**src/hdl/pcxrle_pkg.sv**
```systemverilog
// Shared types and constants of the PCX run-length decoder.
`timescale 1ns / 1ps
`default_nettype none
package pcxrle_pkg;

  // Register indexes on the configuration port.
  localparam int unsigned CfgIdxW = 2;
  localparam logic [CfgIdxW-1:0] CFG_LINE_BYTES = 2'd0;
  localparam logic [CfgIdxW-1:0] CFG_LINE_COUNT = 2'd1;
  localparam logic [CfgIdxW-1:0] CFG_ROW_STRIDE = 2'd2;

  // Register reset values.
  localparam logic [11:0] BPL_RESET    = 12'd320;
  localparam logic [11:0] LINES_RESET  = 12'd200;
  localparam logic [15:0] STRIDE_RESET = 16'd320;

  // Run header marker and count mask.
  localparam logic [1:0] RUN_MARK  = 2'b11;
  localparam logic [7:0] RUN_MASK  = 8'h3f;

  // Default depth of the command queue between front and back.
  localparam int unsigned QUEUE_DEPTH_DEF = 4;

  // One command for the back end: a pixel value and how often to write it.
  typedef struct packed {
    logic [7:0] pixel;
    logic [5:0] count;
  } cmd_t;

  // Picture geometry as seen by the back end.
  typedef struct packed {
    logic [11:0] line_bytes;
    logic [11:0] line_count;
    logic [15:0] row_stride;
  } geom_t;

endpackage
`default_nettype wire

```
**src/hdl/pcxrle_front.sv**
```systemverilog
// Front end: takes code bytes, tracks run headers and issues pixel commands.
`timescale 1ns / 1ps
`default_nettype none
module pcxrle_front (
  input  wire logic              clk,
  input  wire logic              rst_n,
  input  wire logic              in_valid,
  output logic                   in_ready,
  input  wire logic [7:0]        in_byte,
  output logic                   push,
  output pcxrle_pkg::cmd_t       push_cmd,
  input  wire logic              q_full
);

  logic       pending_r, pending_nxt;
  logic [5:0] count_r, count_nxt;
  logic       accept;
  logic       is_mark;

  assign in_ready = !q_full;
  assign accept   = in_valid && in_ready;
  assign is_mark  = (in_byte[7:6] == pcxrle_pkg::RUN_MARK);

  // Classify the byte: run header, run data or literal.
  always_comb begin
    pending_nxt    = pending_r;
    count_nxt      = count_r;
    push           = 1'b0;
    push_cmd.pixel = in_byte;
    push_cmd.count = 6'd1;
    if (accept) begin
      if (pending_r) begin
        push_cmd.count = count_r;
        push           = (count_r != 6'd0);
        pending_nxt    = 1'b0;
        count_nxt      = 6'd0;
      end else if (is_mark) begin
        pending_nxt = 1'b1;
        count_nxt   = 6'(in_byte & pcxrle_pkg::RUN_MASK);
      end else begin
        push = 1'b1;
      end
    end
  end

  always_ff @(posedge clk) begin
    if (!rst_n) begin
      pending_r <= 1'b0;
      count_r   <= 6'd0;
    end else begin
      pending_r <= pending_nxt;
      count_r   <= count_nxt;
    end
  end

endmodule
`default_nettype wire

```
**src/hdl/pcxrle_queue.sv**
```systemverilog
// Small command queue between the front and back ends.
`timescale 1ns / 1ps
`default_nettype none
module pcxrle_queue #(
  parameter int unsigned DEPTH = pcxrle_pkg::QUEUE_DEPTH_DEF
) (
  input  wire logic              clk,
  input  wire logic              rst_n,
  input  wire logic              push,
  input  pcxrle_pkg::cmd_t       push_cmd,
  output logic                   full,
  input  wire logic              pop,
  output pcxrle_pkg::cmd_t       pop_cmd,
  output logic                   not_empty
);

  localparam int unsigned PtrW = (DEPTH > 1) ? $clog2(DEPTH) : 1;
  localparam int unsigned CntW = $clog2(DEPTH + 1);
  localparam logic [PtrW-1:0] PtrLast = PtrW'(DEPTH - 1);

  pcxrle_pkg::cmd_t      slot_r [DEPTH];
  logic [PtrW-1:0]       wr_ptr_r, wr_ptr_nxt;
  logic [PtrW-1:0]       rd_ptr_r, rd_ptr_nxt;
  logic [CntW-1:0]       fill_r, fill_nxt;
  logic                  do_push;
  logic                  do_pop;

  assign full      = (fill_r == CntW'(DEPTH));
  assign not_empty = (fill_r != '0);
  assign do_push   = push && !full;
  assign do_pop    = pop && not_empty;
  assign pop_cmd   = slot_r[rd_ptr_r];

  // Pointer and fill bookkeeping.
  always_comb begin
    wr_ptr_nxt = wr_ptr_r;
    rd_ptr_nxt = rd_ptr_r;
    fill_nxt   = fill_r;
    if (do_push) begin
      wr_ptr_nxt = (wr_ptr_r == PtrLast) ? '0 : wr_ptr_r + 1'b1;
    end
    if (do_pop) begin
      rd_ptr_nxt = (rd_ptr_r == PtrLast) ? '0 : rd_ptr_r + 1'b1;
    end
    if (do_push && !do_pop) begin
      fill_nxt = fill_r + 1'b1;
    end else if (do_pop && !do_push) begin
      fill_nxt = fill_r - 1'b1;
    end
  end

  always_ff @(posedge clk) begin
    if (!rst_n) begin
      wr_ptr_r <= '0;
      rd_ptr_r <= '0;
      fill_r   <= '0;
    end else begin
      wr_ptr_r <= wr_ptr_nxt;
      rd_ptr_r <= rd_ptr_nxt;
      fill_r   <= fill_nxt;
    end
  end

  // Entry storage.
  always_ff @(posedge clk) begin
    if (do_push) begin
      slot_r[wr_ptr_r] <= push_cmd;
    end
  end

endmodule
`default_nettype wire

```
**src/hdl/pcxrle_back.sv**
```systemverilog
// Back end: expands commands into addressed pixels and tracks rows.
`timescale 1ns / 1ps
`default_nettype none
module pcxrle_back (
  input  wire logic              clk,
  input  wire logic              rst_n,
  input  pcxrle_pkg::geom_t      geom,
  input  wire logic              q_not_empty,
  input  pcxrle_pkg::cmd_t       q_cmd,
  output logic                   q_pop,
  output logic                   out_valid,
  input  wire logic              out_ready,
  output logic [7:0]             out_pixel,
  output logic [15:0]            out_address,
  output logic                   out_last,
  output logic                   out_row_done,
  output logic                   out_image_done
);

  // Current command.
  logic        active_r, active_nxt;
  logic [5:0]  count_r, count_nxt;
  logic [7:0]  pix_r, pix_nxt;
  // Position in the picture.
  logic [15:0] column_r, column_nxt;
  logic [11:0] row_r, row_nxt;
  logic [15:0] base_r, base_nxt;
  // Output register.
  logic        ovalid_r, ovalid_nxt;
  logic [7:0]  opix_r, opix_nxt;
  logic [15:0] oaddr_r, oaddr_nxt;
  logic        olast_r, olast_nxt;
  logic        orow_r, orow_nxt;
  logic        oimg_r, oimg_nxt;

  logic        fire;
  logic        is_last;
  logic [15:0] col_inc;
  logic        row_end;
  logic        img_end;

  assign fire    = active_r && (!ovalid_r || out_ready);
  assign is_last = (count_r == 6'd1);
  assign q_pop   = q_not_empty && (!active_r || (fire && is_last));
  assign col_inc = column_r + 16'd1;
  // A row length of zero behaves as one, since col_inc is never below one.
  assign row_end = (col_inc >= {4'd0, geom.line_bytes});
  assign img_end = ({1'b0, row_r} + 13'd1 >= {1'b0, geom.line_count});

  // Emit one pixel per cycle while the output register can take it, and advance the position counters.
  always_comb begin
    active_nxt = active_r;
    count_nxt  = count_r;
    pix_nxt    = pix_r;
    column_nxt = column_r;
    row_nxt    = row_r;
    base_nxt   = base_r;
    ovalid_nxt = ovalid_r && !out_ready;
    opix_nxt   = opix_r;
    oaddr_nxt  = oaddr_r;
    olast_nxt  = olast_r;
    orow_nxt   = orow_r;
    oimg_nxt   = oimg_r;

    if (fire) begin
      ovalid_nxt = 1'b1;
      opix_nxt   = pix_r;
      oaddr_nxt  = base_r + column_r;
      olast_nxt  = is_last;
      orow_nxt   = is_last && row_end;
      oimg_nxt   = is_last && row_end && img_end;
      count_nxt  = count_r - 6'd1;
      column_nxt = col_inc;
      if (is_last) begin
        active_nxt = 1'b0;
        if (row_end) begin
          column_nxt = 16'd0;
          if (img_end) begin
            row_nxt  = 12'd0;
            base_nxt = 16'd0;
          end else begin
            row_nxt  = row_r + 12'd1;
            base_nxt = base_r + geom.row_stride;
          end
        end
      end
    end

    // Load the next command as the current one finishes, or when no command is active.
    if (q_pop) begin
      active_nxt = 1'b1;
      count_nxt  = q_cmd.count;
      pix_nxt    = q_cmd.pixel;
    end
  end

  always_ff @(posedge clk) begin
    if (!rst_n) begin
      active_r <= 1'b0;
      count_r  <= 6'd0;
      column_r <= 16'd0;
      row_r    <= 12'd0;
      base_r   <= 16'd0;
      ovalid_r <= 1'b0;
    end else begin
      active_r <= active_nxt;
      count_r  <= count_nxt;
      column_r <= column_nxt;
      row_r    <= row_nxt;
      base_r   <= base_nxt;
      ovalid_r <= ovalid_nxt;
    end
  end

  always_ff @(posedge clk) begin
    pix_r   <= pix_nxt;
    opix_r  <= opix_nxt;
    oaddr_r <= oaddr_nxt;
    olast_r <= olast_nxt;
    orow_r  <= orow_nxt;
    oimg_r  <= oimg_nxt;
  end

  assign out_valid      = ovalid_r;
  assign out_pixel      = opix_r;
  assign out_address    = oaddr_r;
  assign out_last       = olast_r;
  assign out_row_done   = orow_r;
  assign out_image_done = oimg_r;

endmodule
`default_nettype wire

```
**src/hdl/pcx_rle_decoder.sv**
```systemverilog
// Top level of the PCX run-length decoder.
//
//   Channel | Direction | Payload
//   --------+-----------+---------------------------------------------------
//   in_     | in        | tdata[7:0] code_byte
//   out_    | out       | tdata pixel/address, tlast last, tuser row/image done
//   cfg_    | in        | addr = register index, wdata = register value
//
// A literal byte or run data byte is taken each cycle while the command queue
// has room; a run header is taken the same way but gives no pixel. The back end
// writes one pixel per cycle while the output is not stalled.
// The queue lets code bytes keep arriving while a run expands. Output stalls
// hold the output register and back up through the queue to in_tready.
// Reset (synchronous, active low) empties the queue and zeroes all counters.
`timescale 1ns / 1ps
`default_nettype none
module pcx_rle_decoder #(
  parameter int unsigned QUEUE_DEPTH = pcxrle_pkg::QUEUE_DEPTH_DEF
) (
  input  wire logic                              clk,
  input  wire logic                              rst_n,
  input  wire logic                              in_tvalid,
  output logic                                   in_tready,
  input  wire logic [7:0]                        in_tdata,   // [7:0] code_byte
  output logic                                   out_tvalid,
  input  wire logic                              out_tready,
  output logic [23:0]                            out_tdata,  // [7:0] pixel, [23:8] address
  output logic                                   out_tlast,
  output logic [1:0]                             out_tuser,  // [0] row_done, [1] image_done
  input  wire logic                              cfg_we,
  input  wire logic [pcxrle_pkg::CfgIdxW-1:0]    cfg_addr,
  input  wire logic [15:0]                       cfg_wdata
);

  pcxrle_pkg::geom_t geom_r, geom_nxt;
  pcxrle_pkg::cmd_t  push_cmd;
  pcxrle_pkg::cmd_t  pop_cmd;
  logic              push;
  logic              q_full;
  logic              q_pop;
  logic              q_not_empty;
  logic [7:0]        pix;
  logic [15:0]       addr;
  logic              row_done;
  logic              image_done;

  // Configuration registers.
  always_comb begin
    geom_nxt = geom_r;
    if (cfg_we) begin
      unique case (cfg_addr)
        pcxrle_pkg::CFG_LINE_BYTES: geom_nxt.line_bytes = cfg_wdata[11:0];
        pcxrle_pkg::CFG_LINE_COUNT: geom_nxt.line_count = cfg_wdata[11:0];
        pcxrle_pkg::CFG_ROW_STRIDE: geom_nxt.row_stride = cfg_wdata;
        default: ;
      endcase
    end
  end

  always_ff @(posedge clk) begin
    if (!rst_n) begin
      geom_r.line_bytes <= pcxrle_pkg::BPL_RESET;
      geom_r.line_count <= pcxrle_pkg::LINES_RESET;
      geom_r.row_stride <= pcxrle_pkg::STRIDE_RESET;
    end else begin
      geom_r <= geom_nxt;
    end
  end

  pcxrle_front u_front (
    .clk      (clk),
    .rst_n    (rst_n),
    .in_valid (in_tvalid),
    .in_ready (in_tready),
    .in_byte  (in_tdata),
    .push     (push),
    .push_cmd (push_cmd),
    .q_full   (q_full)
  );

  pcxrle_queue #(
    .DEPTH (QUEUE_DEPTH)
  ) u_queue (
    .clk       (clk),
    .rst_n     (rst_n),
    .push      (push),
    .push_cmd  (push_cmd),
    .full      (q_full),
    .pop       (q_pop),
    .pop_cmd   (pop_cmd),
    .not_empty (q_not_empty)
  );

  pcxrle_back u_back (
    .clk            (clk),
    .rst_n          (rst_n),
    .geom           (geom_r),
    .q_not_empty    (q_not_empty),
    .q_cmd          (pop_cmd),
    .q_pop          (q_pop),
    .out_valid      (out_tvalid),
    .out_ready      (out_tready),
    .out_pixel      (pix),
    .out_address    (addr),
    .out_last       (out_tlast),
    .out_row_done   (row_done),
    .out_image_done (image_done)
  );

  assign out_tdata = {addr, pix};
  assign out_tuser = {image_done, row_done};

endmodule
`default_nettype wire

```
**config.mk**
```make
export PLATFORM = sky130hd
export DESIGN_NAME = pcx_rle_decoder
export DESIGN_NICKNAME = d
export VERILOG_FILES = /design/src/hdl/pcxrle_pkg.sv /design/src/hdl/pcxrle_front.sv /design/src/hdl/pcxrle_queue.sv /design/src/hdl/pcxrle_back.sv /design/src/hdl/pcx_rle_decoder.sv
export SDC_FILE = /design/constraint.sdc
export NUM_CORES = 1
export LEC_CHECK = 0
export ABC_AREA = 0
export ABC_CLOCK_PERIOD_IN_PS = 4100
export BUFFER_PORTS_ARGS = -buffer_cell sky130_fd_sc_hd__buf_4
export CAP_MARGIN = 10
export CELL_PAD_IN_SITES_DETAIL_PLACEMENT = 1
export CELL_PAD_IN_SITES_GLOBAL_PLACEMENT = 1
export CORE_MARGIN = 1.5
export CORE_UTILIZATION = 48
export DETAILED_ROUTE_END_ITERATION = 7
export GPL_TIMING_DRIVEN = 0
export PLACE_DENSITY_LB_ADDON = 0.1
export REMOVE_ABC_BUFFERS = 1
export SKIP_LAST_GASP = 1
export SYNTH_ARGS = -nofsm -noshare
export SYNTH_HDL_FRONTEND = slang
export SYNTH_SLANG_ARGS = --single-unit
```
**constraint.sdc**
```tcl
create_clock -name clk -period 4.1 [get_ports clk]
set_input_delay 0.205 -clock clk [delete_from_list [all_inputs] [get_ports clk]]
set_output_delay 0.205 -clock clk [all_outputs]
set_load 0.02 [all_outputs]
```
==> impl_metrics.yaml <==
outcome:
  status: "completed"
grt:
  track_usage_pct: 24.0
  antenna_found_initial: 0
  grt_max_degree: 77
  grt_pass1_wl_um: 40500
  grt.overflow.total: 0
  grt_pass1_vias: 7692
floorplanning:
  die_w_um: 147
  die_area_sq_mm: 0.0216
  ios: 60
  start_util_pct: 49.1
  die_h_um: 147
  num_rows: 52
  core_sq_mm: 0.0202
finish:
  drive_gt1_share_pct: 12.1
  final_common_cell: "nand2_1"
  layout_common_cells: "nand2_1, dfxtp_1, a21oi_1"
  nets: 1132
  antenna_cells: 0
  num-fill-cells: 2213
  area.growth.synth_to_final_pct: 14.2
yosys:
  async_reset_ff_share_pct: 0
  yosys_register_bits: 199
  synth.area.top_cells: "edfxtp_1, dfxtp_1, ha_1, nand2_1, a21oi_1"
  synth_largest_area_cell: "edfxtp_1"
  netlist.area_leader.share_pct: 27.5
  synthFlopType: "dfxtp_1"
  synth_enable_flop_cells: 91
  yosysWarnings: 0
  syn_area_sq_mm: 0.00993
  synth_cell_types: 64
  netlist_instances: 989
  seq_area_frac_synth_pct: 49.3
  postSynthAreaPerCell_sq_um: 10.0
drt:
  ant_nets: 0
  drc: 0
  wirelength_um: 24800
  wl_per_cell_um: 18.8
  vias_per_cell: 5.66
  initialDrtViolationCount: 297
  dr.pass1.iters: 6
  vias: 7449
sta:
  tightest_slew_ns: 1.09
  setup_viol: 0
  period_minus_slack_ns: 3.80
  max-slew-margin-rel_pct: 26.8
  period_share_pct: 92.6
  fmax_ghz: 0.263
  hold_viol: 0
  drv_slew: 0
  skew_ns: 0.0152
  rsz0062_at_grt: "no"
  fin_ws_ns: 0.303
power:
  p_seq_share_pct: 47.0
  peakVddDrop_mv: 0.306
  p_sw_share_pct: 32.3
  p_per_area_mw_per_mm2: 476
  leakage_uw: 0.00442
  p_comb_share_pct: 18.7
  power_switching_uw: 1740
  clkPwrFrac_pct: 34.3
  p_total_uw: 5400
  intPower_uw: 3660
placement:
  portBuffers: 59
  dp_hpwl_um: 17200
  detailedPlace.worstSlack_ns: -0.412
  place.gp.congestion: 0.823
hold_path:
  holdPathEnd: "geom_r[8]$_SDFFE_PN1P_"
  whs_path_depth: 3
  min_path_type: "in -> reg"
  hp-start: "cfg_wdata[8]"
clock_network:
  clk_pin_slew_worst_paths_ns: 0.09
  cts_buffers: 17
  cts_num_sinks: 199
  clockBufferDepth: 2
  h-tree-depth: 4
  clk_latency_ns: 0.45
  cts-root-buf: "clkbuf_16"
  post_cts_buffers: 0
  cts_tree: "built"
critical_path:
  reg2reg_depth: 11
  critPathKind: "reg -> reg"
  worst_setup_path_end_kind: "register"
  cp_max_fo: 35
  startpoint_type: "register"
  arrival_ns: 4.13
  rrSetupSlack_ns: 0.30
  r2r-end: "u_back.base_r[13]$_SDFFE_PN0P_"
  r2r_start: "u_back.column_r[2]$_SDFFE_PN0P_"
  crit_required_ns: 4.44
job:
  cap_violations: 0
[logic make-up after synthesis]
family | synth area share [%]
simple gates | 16.2
xor+xnor | 4.94
buf+inv | 3.87
flops | 49.3
fa+ha+maj | 8.67
mux | 3.68
compound gates | 13.4
[state kept, by name (all words and copies together), names as in the netlist, named ones only]
register               flops
u_queue.slot_r            56
geom_r                    40
u_back.base_r             16
u_back.column_r           16
u_back.out_address        16
u_back.row_r              12
u_back.out_pixel           8
u_back.pix_r               8
u_back.count_r             6
u_front.count_r            6
u_queue.fill_r             3
u_queue.rd_ptr_r           2
u_queue.wr_ptr_r           2
u_back.active_r            1
u_back.out_image_done      1
u_back.out_last            1
u_back.out_row_done        1
u_back.out_valid           1
u_front.pending_r          1
[worst max path at each step]
stage / startpoint / end / cells past startpoint
floorplan: u_back.out_valid$_SDFF_PN0_ / u_queue.fill_r[2]$_SDFFE_PN0P_ / 11
global placement: out_tready / u_queue.fill_r[2]$_SDFFE_PN0P_ / 12
detailed placement: out_tready / u_queue.fill_r[2]$_SDFFE_PN0P_ / 12
CTS: u_back.row_r[0]$_SDFFE_PN0P_ / u_back.row_r[10]$_SDFFE_PN0P_ / 13
global route: u_back.row_r[0]$_SDFFE_PN0P_ / u_back.base_r[9]$_SDFFE_PN0P_ / 13
finish: u_back.column_r[2]$_SDFFE_PN0P_ / u_back.base_r[13]$_SDFFE_PN0P_ / 11
[critical path, stage by stage (launching register included)]
cell	delay (ns)
dfxtp_1	0.52
nand3_1	0.20
or3_1	0.55
nor2_1	0.18
xor2_1	0.21
ha_1	0.27
a21oi_1	0.13
o21ai_0	0.11
a21o_1	0.23
o21bai_4	0.80
nor3_1	0.20
a32o_1	0.26
[per-stage QoR]
step / instance area, sq um / util, % / std cells / setup TNS (ns) / hold WS, ns
6_report: 11300 / 56.1 / 1317 / 0 / 0.0162
5_1_grt: 11300 / 56.1 / 1317 / 0 / 0.0163
4_1_cts: 11300 / 56.0 / 1317 / 0 / 0.000630
3_5_place_dp: 10600 / 52.2 / 1274 / -0.498 / 0.410
3_3_place_gp: 10500 / 51.9 / 1272 / -27.11 / 0.403
2_1_floorplan: 9720 / - / 943 / 0 / 0.277
[power by group through the flow]
stage / clock network (uW) / registers [uW] / logic [uW]
finish: 1850 / 2540 / 1010
global route: 1960 / 2570 / 1110
CTS: 1890 / 2550 / 1020
detailed placement: 0 / 2590 / 992
global placement: 0 / 2580 / 958
floorplan: 0 / 2630 / 554
[cells in the mapped netlist, types with 16 or more instances]
library cell,n
nand2_1,142
dfxtp_1,108
a21oi_1,98
edfxtp_1,91
ha_1,64
nand3_1,59
nor2_1,51
inv_1,44
xnor2_1,43
clkbuf_1,29
nor3_1,20
o21ai_0,20
a21o_1,16
[routing by layer]
layer | vias to the layer above | track usage [%] | share of wire, %
li1 | 3645 | - | -
met1 | 3631 | 29.9 | 43
met4 | 0 | 9.19 | 3.0
met3 | 47 | 4.16 | 3.9
met2 | 126 | 41.4 | 50
met5 | - | 0 | 0
[area by class of cell]
type / count / area (sq um) / area share [%]
flip-flops and latches: 199 / 4890 / 43.2
multi-input cells: 698 / 4680 / 41.2
repair buffers: 72 / 588 / 5.18
clock buffers: 17 / 425 / 3.75
well taps: 270 / 338 / 2.98
clock inverters: 15 / 239 / 2.11
inverters: 46 / 180 / 1.59
[what timing repair did]
item | 4_1_cts | 5_1_grt
setup endpoints to repair | 2 | 29
resized for setup | 2 | 3
hold endpoints to repair | 35 | 0
pin swaps | 0 | 0
hold buffers | 11 | 0
(Power assumes the default switching activity.)
